$ cat src/rtl/spbs_pkg.sv
// Shared types and constants for the soft power button sequencer.
package spbs_pkg;

  localparam int unsigned CountW = 16;
  localparam int unsigned CfgIdxW = 4;
  localparam logic [CountW-1:0] CountMax = {CountW{1'b1}};

  localparam logic [CountW-1:0] ConfirmTimeoutRst = 16'd850;
  localparam logic [CountW-1:0] PressOnRst = 16'd85;
  localparam logic [CountW-1:0] PressOffRst = 16'd340;
  localparam logic [CountW-1:0] SettleRst = 16'd255;

  localparam logic [CfgIdxW-1:0] RegConfirmTimeout = 4'd0;
  localparam logic [CfgIdxW-1:0] RegPressOn = 4'd1;
  localparam logic [CfgIdxW-1:0] RegPressOff = 4'd2;
  localparam logic [CfgIdxW-1:0] RegSettle = 4'd3;

  typedef enum logic [1:0] {
    MODE_OFF    = 2'd0,
    MODE_ON     = 2'd1,
    MODE_SETTLE = 2'd2,
    MODE_SLEEP  = 2'd3
  } mode_t;

  typedef struct packed {
    logic [CountW-1:0] confirm_timeout_ticks;
    logic [CountW-1:0] press_on_ticks;
    logic [CountW-1:0] press_off_ticks;
    logic [CountW-1:0] settle_ticks;
  } cfg_t;

  typedef struct packed {
    logic  power_enable;
    logic  cpu_button_drive;
    mode_t mode_now;
  } result_t;

endpackage

$ cat src/rtl/spbs_cfg.sv
// Configuration register file for the soft power button sequencer.
module spbs_cfg (
  input  logic                          clk,
  input  logic                          rst_n,
  input  logic                          cfg_wr_en,
  input  logic [spbs_pkg::CfgIdxW-1:0]  cfg_addr,
  input  logic [spbs_pkg::CountW-1:0]   cfg_wdata,
  output spbs_pkg::cfg_t                cfg
);

  spbs_pkg::cfg_t cfg_r;

  always_ff @(posedge clk) begin
    if (!rst_n) begin
      cfg_r.confirm_timeout_ticks <= spbs_pkg::ConfirmTimeoutRst;
      cfg_r.press_on_ticks        <= spbs_pkg::PressOnRst;
      cfg_r.press_off_ticks       <= spbs_pkg::PressOffRst;
      cfg_r.settle_ticks          <= spbs_pkg::SettleRst;
    end else if (cfg_wr_en) begin
      case (cfg_addr)
        spbs_pkg::RegConfirmTimeout: cfg_r.confirm_timeout_ticks <= cfg_wdata;
        spbs_pkg::RegPressOn:        cfg_r.press_on_ticks        <= cfg_wdata;
        spbs_pkg::RegPressOff:       cfg_r.press_off_ticks       <= cfg_wdata;
        spbs_pkg::RegSettle:         cfg_r.settle_ticks          <= cfg_wdata;
        default: ;
      endcase
    end
  end

  assign cfg = cfg_r;

endmodule

$ cat src/rtl/spbs_core.sv
// Sequencer state and per-tick next-state logic.
module spbs_core (
  input  logic                clk,
  input  logic                rst_n,
  input  spbs_pkg::cfg_t      cfg,
  input  logic                step,
  input  logic                button_pressed,
  input  logic                cpu_request,
  output spbs_pkg::result_t   result
);

  spbs_pkg::mode_t              mode_r, mode_nxt;
  logic [spbs_pkg::CountW-1:0]  press_r, press_nxt;
  logic [spbs_pkg::CountW-1:0]  phase_r, phase_nxt;
  logic                         power_r, power_nxt;
  logic                         drive_r, drive_nxt;
  logic [1:0]                   prev_r, prev_nxt;

  logic [1:0]                   levels;
  logic [spbs_pkg::CountW-1:0]  press_inc;
  logic [spbs_pkg::CountW-1:0]  phase_inc;

  always_comb begin
    levels    = {cpu_request, button_pressed};
    press_inc = !button_pressed ? '0 :
                (press_r == spbs_pkg::CountMax) ? press_r : press_r + 1'b1;
    phase_inc = (phase_r == spbs_pkg::CountMax) ? phase_r : phase_r + 1'b1;

    mode_nxt  = mode_r;
    press_nxt = press_r;
    phase_nxt = phase_r;
    power_nxt = power_r;
    drive_nxt = drive_r;
    prev_nxt  = prev_r;

    case (mode_r)
      spbs_pkg::MODE_SLEEP: begin
        if (levels != prev_r) begin
          mode_nxt  = spbs_pkg::MODE_OFF;
          press_nxt = '0;
          phase_nxt = '0;
          power_nxt = 1'b0;
          drive_nxt = 1'b0;
          prev_nxt  = '0;
        end
      end
      spbs_pkg::MODE_OFF: begin
        press_nxt = press_inc;
        phase_nxt = phase_inc;
        if (phase_inc > cfg.confirm_timeout_ticks) begin
          power_nxt = 1'b0;
          mode_nxt  = spbs_pkg::MODE_SETTLE;
        end
        if (press_inc > cfg.press_on_ticks) begin
          power_nxt = 1'b1;
          phase_nxt = '0;
        end
        if (cpu_request) begin
          power_nxt = 1'b1;
          mode_nxt  = spbs_pkg::MODE_ON;
        end
      end
      spbs_pkg::MODE_ON: begin
        press_nxt = press_inc;
        phase_nxt = phase_inc;
        if (!cpu_request || (press_inc > cfg.press_off_ticks)) begin
          power_nxt = 1'b0;
          drive_nxt = 1'b0;
          phase_nxt = '0;
          mode_nxt  = spbs_pkg::MODE_SETTLE;
        end else begin
          drive_nxt = (press_inc != '0);
        end
      end
      default: begin
        press_nxt = press_inc;
        phase_nxt = phase_inc;
        if (phase_inc > cfg.settle_ticks) begin
          mode_nxt = spbs_pkg::MODE_SLEEP;
          prev_nxt = levels;
        end
      end
    endcase
  end

  always_ff @(posedge clk) begin
    if (!rst_n) begin
      mode_r  <= spbs_pkg::MODE_OFF;
      press_r <= '0;
      phase_r <= '0;
      power_r <= 1'b0;
      drive_r <= 1'b0;
      prev_r  <= '0;
    end else if (step) begin
      mode_r  <= mode_nxt;
      press_r <= press_nxt;
      phase_r <= phase_nxt;
      power_r <= power_nxt;
      drive_r <= drive_nxt;
      prev_r  <= prev_nxt;
    end
  end

  assign result.power_enable     = power_nxt;
  assign result.cpu_button_drive = drive_nxt;
  assign result.mode_now         = mode_nxt;

endmodule

$ cat src/rtl/soft_power_button_sequencer.sv
// Soft power button sequencer: input word register, sequencer core, result register.
// An accepted word waits in the input register; its result is held in the result register.
// Throughput: one word per cycle; the input register drains straight into the
// result register whenever that register is empty or being taken.
// Reset (rst_n, synchronous, active low): mode off, counters, flags and out_tvalid clear,
// configuration registers return to their default values.
module soft_power_button_sequencer (
  input  logic                          clk,
  input  logic                          rst_n,
  input  logic                          in_tvalid,
  output logic                          in_tready,
  input  logic [7:0]                    in_tdata,   // [0] button_pressed, [1] cpu_request
  output logic                          out_tvalid,
  input  logic                          out_tready,
  output logic [7:0]                    out_tdata,  // [0] power_enable, [1] cpu_button_drive,
                                                    // [3:2] mode_now
  input  logic                          cfg_wr_en,
  input  logic [spbs_pkg::CfgIdxW-1:0]  cfg_addr,
  input  logic [spbs_pkg::CountW-1:0]   cfg_wdata
);

  spbs_pkg::cfg_t     cfg;
  spbs_pkg::result_t  result;
  spbs_pkg::result_t  res_r;

  logic       in_valid_r;
  logic [1:0] in_levels_r;
  logic       out_valid_r;
  logic       adv;

  assign adv       = in_valid_r && (!out_valid_r || out_tready);
  assign in_tready = !in_valid_r || adv;

  spbs_cfg u_cfg (
    .clk       (clk),
    .rst_n     (rst_n),
    .cfg_wr_en (cfg_wr_en),
    .cfg_addr  (cfg_addr),
    .cfg_wdata (cfg_wdata),
    .cfg       (cfg)
  );

  spbs_core u_core (
    .clk            (clk),
    .rst_n          (rst_n),
    .cfg            (cfg),
    .step           (adv),
    .button_pressed (in_levels_r[0]),
    .cpu_request    (in_levels_r[1]),
    .result         (result)
  );

  always_ff @(posedge clk) begin
    if (!rst_n) begin
      in_valid_r  <= 1'b0;
      out_valid_r <= 1'b0;
    end else begin
      if (in_tready) begin
        in_valid_r <= in_tvalid;
      end
      if (adv) begin
        out_valid_r <= 1'b1;
      end else if (out_tready) begin
        out_valid_r <= 1'b0;
      end
    end
  end

  always_ff @(posedge clk) begin
    if (in_tready && in_tvalid) begin
      in_levels_r <= in_tdata[1:0];
    end
    if (adv) begin
      res_r <= result;
    end
  end

  assign out_tvalid = out_valid_r;
  assign out_tdata  = {4'b0000, res_r.mode_now, res_r.cpu_button_drive, res_r.power_enable};

`ifndef SYNTH
  // on mode always has the supply enabled
  a_on_powered: assert property (@(posedge clk) disable iff (!rst_n)
    (out_valid_r && (res_r.mode_now == spbs_pkg::MODE_ON)) |-> res_r.power_enable)
    else $error("on mode without power");

  // the CPU button line is only driven while on
  a_drive_on_only: assert property (@(posedge clk) disable iff (!rst_n)
    (out_valid_r && res_r.cpu_button_drive) |-> (res_r.mode_now == spbs_pkg::MODE_ON))
    else $error("drive outside on mode");

  // a stepped word always lands in the result register
  a_adv_lands: assert property (@(posedge clk) disable iff (!rst_n)
    adv |=> out_valid_r)
    else $error("result word lost");

  // a held input word is not dropped while the result side stalls
  a_in_hold: assert property (@(posedge clk) disable iff (!rst_n)
    (in_valid_r && !adv) |=> (in_valid_r && $stable(in_levels_r)))
    else $error("input word dropped");
`endif

endmodule

$ cat config.mk
export PLATFORM = sky130hd
export DESIGN_NAME = soft_power_button_sequencer
export DESIGN_NICKNAME = d
export VERILOG_FILES = /design/src/rtl/spbs_pkg.sv /design/src/rtl/spbs_cfg.sv /design/src/rtl/spbs_core.sv /design/src/rtl/soft_power_button_sequencer.sv
export SDC_FILE = /design/constraint.sdc
export NUM_CORES = 1
export LEC_CHECK = 0
export BUFFER_PORTS_ARGS = -buffer_cell sky130_fd_sc_hd__buf_4
export CORE_MARGIN = 5
export CORE_UTILIZATION = 60
export DETAILED_ROUTE_END_ITERATION = 8
export PLACE_DENSITY = 0.81
export SLEW_MARGIN = 15
export SYNTH_ARGS = -nofsm -noshare
export SYNTH_HDL_FRONTEND = slang
export SYNTH_SLANG_ARGS = --single-unit
$ cat constraint.sdc
create_clock -name clk -period 4.4 [get_ports clk]
set_input_delay 0.44 -clock clk [delete_from_list [all_inputs] [get_ports clk]]
set_output_delay 0.44 -clock clk [all_outputs]
set_load 0.005 [all_outputs]
# Yosys cells after proc, flatten, opt, wreduce, memory -nomap -nowiden
# Cells that the tools add are included.
[classes] add_sub_neg=2 n_mul=0 div=0 order_cmp=4 n_eq_ne=9 n_shift=0 mux=28 n_bitwise=1 n_reduce_logical=20
[ops] op="$mux W16" count=7
[ops] op="$gt A16 B16 Y1" count=4
[ops] op="$pmux W16 S3" count=1
[ops] op="$add A16 B1 Y16 const B" count=2
[ops] op="$eq A16 B16 Y1 const B" count=2
[ops] op="$reduce_bool A16 Y1" count=1
[ops] op="$mux W2" count=7
[ops] op="$reduce_and A2 Y1" count=5
[ops] op="$mux W1" count=9
[ops] op="$eq A4 B2 Y1 const B" count=2
[ops] op="$pmux W2 S3" count=1
[ops] op="$eq A4 B1 Y1 const B" count=1
[ops] op="$logic_not A4 Y1" count=1
[ops] op="$pmux W2 S2" count=1
[ops] op="$reduce_and A4 Y1" count=1
[ops] op="$reduce_bool A2 Y1" count=2
[ops] op="$logic_not A1 Y1" count=3
[ops] op="$logic_or A1 B1 Y1" count=3
[ops] op="$pmux W1 S3" count=1
[ops] op="$eq A2 B1 Y1 const B" count=1
[ops] op="$eq A2 B2 Y1 const B" count=1
[ops] op="$logic_and A1 B1 Y1" count=2
[ops] op="$logic_not A2 Y1" count=1
[ops] op="$ne A2 B1 Y1 const B" count=1
[ops] op="4 further kinds" count=4
[totals] ff_bits=110 latchBits=0 mem_bits_rw=0 rom_bits=0 inputBits=33 out_inout_bits=10 wordCells=80 n_memories=0

# Longest topological paths before layout
[depth] depth_word=7 depth_mapped=19

# Hierarchy
# A second synthesis with hierarchy kept.
[hier_totals] cells_unflattened=871 hier_area_um2=7324.5
[by_module_without_submodules] mod="spbs_core" instances=1 cells_each=605 area_each_um2=4521.8 seq_area_each_um2=760.7
[by_module_without_submodules] mod="spbs_cfg" instances=1 cells_each=246 area_each_um2=2484.9 seq_area_each_um2=1281.2
[by_module_without_submodules] mod="soft_power_button_sequencer" instances=1 cells_each=20 area_each_um2=317.8 seq_area_each_um2=220.2

# Worst setup path after synthesis
# Ideal clock, no wire load.
[synth_timing] path_kind="flip-flop to flip-flop" start="register u_core.press_r[0] (netlist bit)" end="register u_core.phase_r[4] (netlist bit)" setup_time_ns=0.061 arrival_ns=3.838 required_time_ns=4.339 setup_slack_ns=0.501 path_stages_with_launch=18 n_path_buf=2 path_cell_list="dfxtp_1 -> ha_1 -> nand3_2 -> nor4_2 -> buf_4 -> nor3_1 -> nor3b_1 -> xnor2_1 -> nor2_1 -> ha_1 -> nand4_1 -> or4_1 -> or4_1 -> a21boi_4 -> o22ai_4 -> and2_1 -> buf_4 -> a32o_1"
[synth_between] elab_chain_len=7 word_cells_on_any_way=10 classes_between="add/sub (1); order compare (2); eq/ne (1); mux (5); reduce/logical (1)"
[synth_lines] element="start: declaration" line="spbs_core.sv:13" rtl="logic [spbs_pkg::CountW-1:0] press_r, press_nxt;"
[synth_lines] element="start signal: assignment" line="spbs_core.sv:96" rtl="press_r <= press_nxt;"
[synth_lines] element="$add A16 B1 Y16 or $eq A16 B16 Y1 (tied branches)" line="spbs_core.sv:26" rtl="(press_r == spbs_pkg::CountMax) ? press_r : press_r + 1'b1;"
[synth_lines] element="$mux W16 *" line="spbs_core.sv:26"
[synth_lines] element="$mux W16 *" line="spbs_core.sv:25" rtl="press_inc = !button_pressed ? '0 :"
[synth_lines] element="$gt A16 B16 Y1" line="spbs_core.sv:66" rtl="if (!cpu_request || (press_inc > cfg.press_off_ticks)) begin"
[synth_lines] element="$logic_or A1 B1 Y1" line="spbs_core.sv:66"
[synth_lines] element="$mux W16" line="spbs_core.sv:66"
[synth_lines] element="$pmux W16 S3 *" line="spbs_core.sv:36" rtl="case (mode_r)"
[synth_lines] element="end signal: assignment" line="spbs_core.sv:97" rtl="phase_r <= phase_nxt;"
[synth_lines] element="end: declaration" line="spbs_core.sv:14" rtl="logic [spbs_pkg::CountW-1:0] phase_r, phase_nxt;"
# Every way passes the cells marked *; elsewhere a longest branch is shown, timed or not.
# A chain may end at the register's enable or synchronous reset.

# Worst setup path after layout
[layout_timing] start="register u_core.press_r[0] (netlist bit)" end="register u_core.phase_r[6] (netlist bit)"
# The elaborated chain is that of the path after synthesis.

==> flow_summary.toml <==
[global_route]
antenna_found_initial = 0
grt_pass1_vias = 5949
grt_max_degree = 103
grt_overflow = 0
grt_pass1_wl_mm = 29.9
track_usage = 0.259

[layout]
seqCellArea_sq_mm = 0.00226
final_nets = 974
area_growth_pct = 10.3
final_cell_mix = "nand2_1 (157), dfxtp_1 (104), inv_1 (67), ha_1 (60), buf_4 (53)"
drive_above_1_share = 0.100
layout_commonest_cell = "nand2_1"
final_core_utilization = 0.671
multi_input_area_sq_mm = 0.00426
fillCellCount = 958
finalNonFillerCells = 1029
diodes = 0

[logic_synthesis]
yosys_warnings = 0
yosysSeqAreaShare = 0.327
ys_ff_latch = 110
synthArstFlopShare = 0
synthCells = 860
synth_area_sq_mm = 0.00692
syn_avg_cell_area_sq_um = 8.04
ys_types = 72
ys.flop_type = "dfxtp_1"
synth_edf_count = 6

[setup_path]
startpoint_type = "flop"
crit_type = "reg -> reg"
arrival_ps = 4540
worst_setup_path_end_kind = "flop"
path_max_fanout = 8
required_ps = 4700

[timing]
tightestPinTransition_ps = 911
fin_skew_ps = 11.3
slew_violations = 0
max_freq_ghz = 0.236
final_hold_viol_count = 0
max-slew-margin-rel = 0.393
period_share = 0.964
finalSetupViolations = 0
finalSetupTns_ps = 0
finalCriticalPeriod_ps = 4240

[routing]
firstDrtPassIters = 5
drt_iter0_markers = 607
drc = 0
wl_mm = 18.2
viasPerCell = 6.17
wire_per_inst_um = 17.7
antenna_left = 0
dr_total_vias = 6345

[die]
dieArea_sq_mm = 0.0138
start_util = 0.608
die_x_um = 117
pin_count = 43
die_h_um = 117
rows = 39
core_sq_mm = 0.0114

[worst_hold_path]
hp-class = "in -> reg"

[cts]
htreeDepth = 3
numCtsBuffers = 9
cts_tree = "done"
clock_sinks = 110
clk_pin_slew_ps = 80
cts_buffer_depth = 2
clk_latency_ps = 360
clock-root-buffer = "clkbuf_16"

[power_and_ir_drop]
peakVddDrop_v = 0.000421
p_per_area_mw_per_mm2 = 261
leakage_nw = 3.07

[placement]
placed_cells = 1009
routabilityCongestion = 0.915
port_buffers = 32
hpwl_mm = 13.3

[outcome]
status = "finished, final reports clean"

[run]
drv_cap = 0
## layer usage
metal / up-vias / wire [um] / GRT usage / share of wire
met5: - / 0 / 0 / 0
met4: 0 / 232 / 0.0500 / 0.013
met1: 3016 / 8050 / 0.356 / 0.44
met2: 249 / 8610 / 0.418 / 0.47
met3: 21 / 1330 / 0.0582 / 0.073
li1: 3059 / - / - / -
## synthesized netlist by cell type (all sizes together), types with 3 or more instances
master	number	area share
ha	60	0.11
nand3	37	0.027
or4	5	0.0054
nor3b	4	0.0043
a22oi	15	0.016
and4	6	0.0080
nand2b	7	0.0063
nand2	157	0.085
nor2	33	0.018
a21boi	54	0.060
and2	12	0.011
xor2	5	0.0063
inv	67	0.036
nor3	8	0.0058
buf	12	0.013
or3	6	0.0054
o21ai	24	0.017
a21o	15	0.016
a211oi	7	0.0076
nand4	20	0.021
a31oi	10	0.0090
a21oi	24	0.017
dfxtp	104	0.30
clkbuf	34	0.019
o21a	4	0.0043
and3	8	0.0072
nor2b	27	0.024
xnor2	17	0.022
a32oi	3	0.0038
o211ai	22	0.024
edfxtp	6	0.026
a32o	6	0.0087
nor4	11	0.012
## worst max-delay path: stages (launching register included)
cell and delay, ps:
dfxtp_1 360, ha_1 280, nand3_4 190, nor4_4 50
nor3_1 250, nor3b_1 260, xnor2_1 190, nor2_2 110
ha_1 330, nand4_1 160, or4_1 540, or4_1 500
a21boi_4 180, o22ai_4 230, and2_1 310, a32o_1 210
## where the power goes
part           switching [W]  total (W)  internal, W
registers          0.0000125    0.00103      0.00102
clock network       0.000407   0.000800     0.000393
logic              0.0000991   0.000162    0.0000630
total               0.000518    0.00199      0.00148
## cell type report
cell class,count,area share
Clock buffer,9,0.0295
Inverter,68,0.0334
Timing Repair Buffer,53,0.0521
Multi-Input combinational cell,639,0.558
Clock inverter,7,0.00738
Tap cell,143,0.0234
Sequential cell,110,0.296
## final timing paths
check | startpoint | end | slack (ps) | depth (start not counted)
worst max-delay path | u_core.press_r[0] | u_core.phase_r[6] | 160 | 15
worst min-delay path | in_tdata[1] | in_levels_r[1] | 270 | 1
worst max register to register | u_core.press_r[0] | u_core.phase_r[6] | 160 | 15
worst min register to register | u_cfg.cfg[19] | u_cfg.cfg[19] | 470 | 2
## registers in the layout, indices dropped and copies added, names as in the netlist
register	count
u_core.drive_r	1
u_core.phase_r	16
u_core.press_r	16
out_tdata	4
in_valid_r	1
in_levels_r	2
u_core.prev_r	2
u_core.mode_r	2
u_core.power_r	1
out_tvalid	1
u_cfg.cfg	64
## metrics by stage
stage               hold slack (ps)  instance area (sq um)  power, W  worst slack [ps]
floorplan                       443                   6930   0.00115               501
global placement                452                   7260   0.00120               334
detailed placement              460                   7260   0.00121               253
CTS                             257                   7540   0.00200               216
global route                    254                   7630   0.00206             -67.2
finish                          265                   7630   0.00199               158
## cells by family (layout without fill, tap and decap cells)
kind of cell               after synthesis  after routing  synth area share
adders and majority gates               61             61             0.110
muxes                                    3              3           0.00452
and+or+nand+nor                        345            345             0.246
DFF                                    110            110             0.327
buffers and inverters                  114            137            0.0689
AOI/OAI and AO/OA                      204            204             0.215
xor gates and xnor gates                22             22            0.0279
other                                    1              4          0.000542
## repair_timing
| item | in CTS | in global routing |
|---|---|---|
| hold buffers | 0 | 0 |
| resized for setup | 0 | 7 |
| buffers inserted | 0 | 4 |
| setup endpoints to repair | 0 | 18 |
Note: power is estimated with default switching activity, not from simulation.
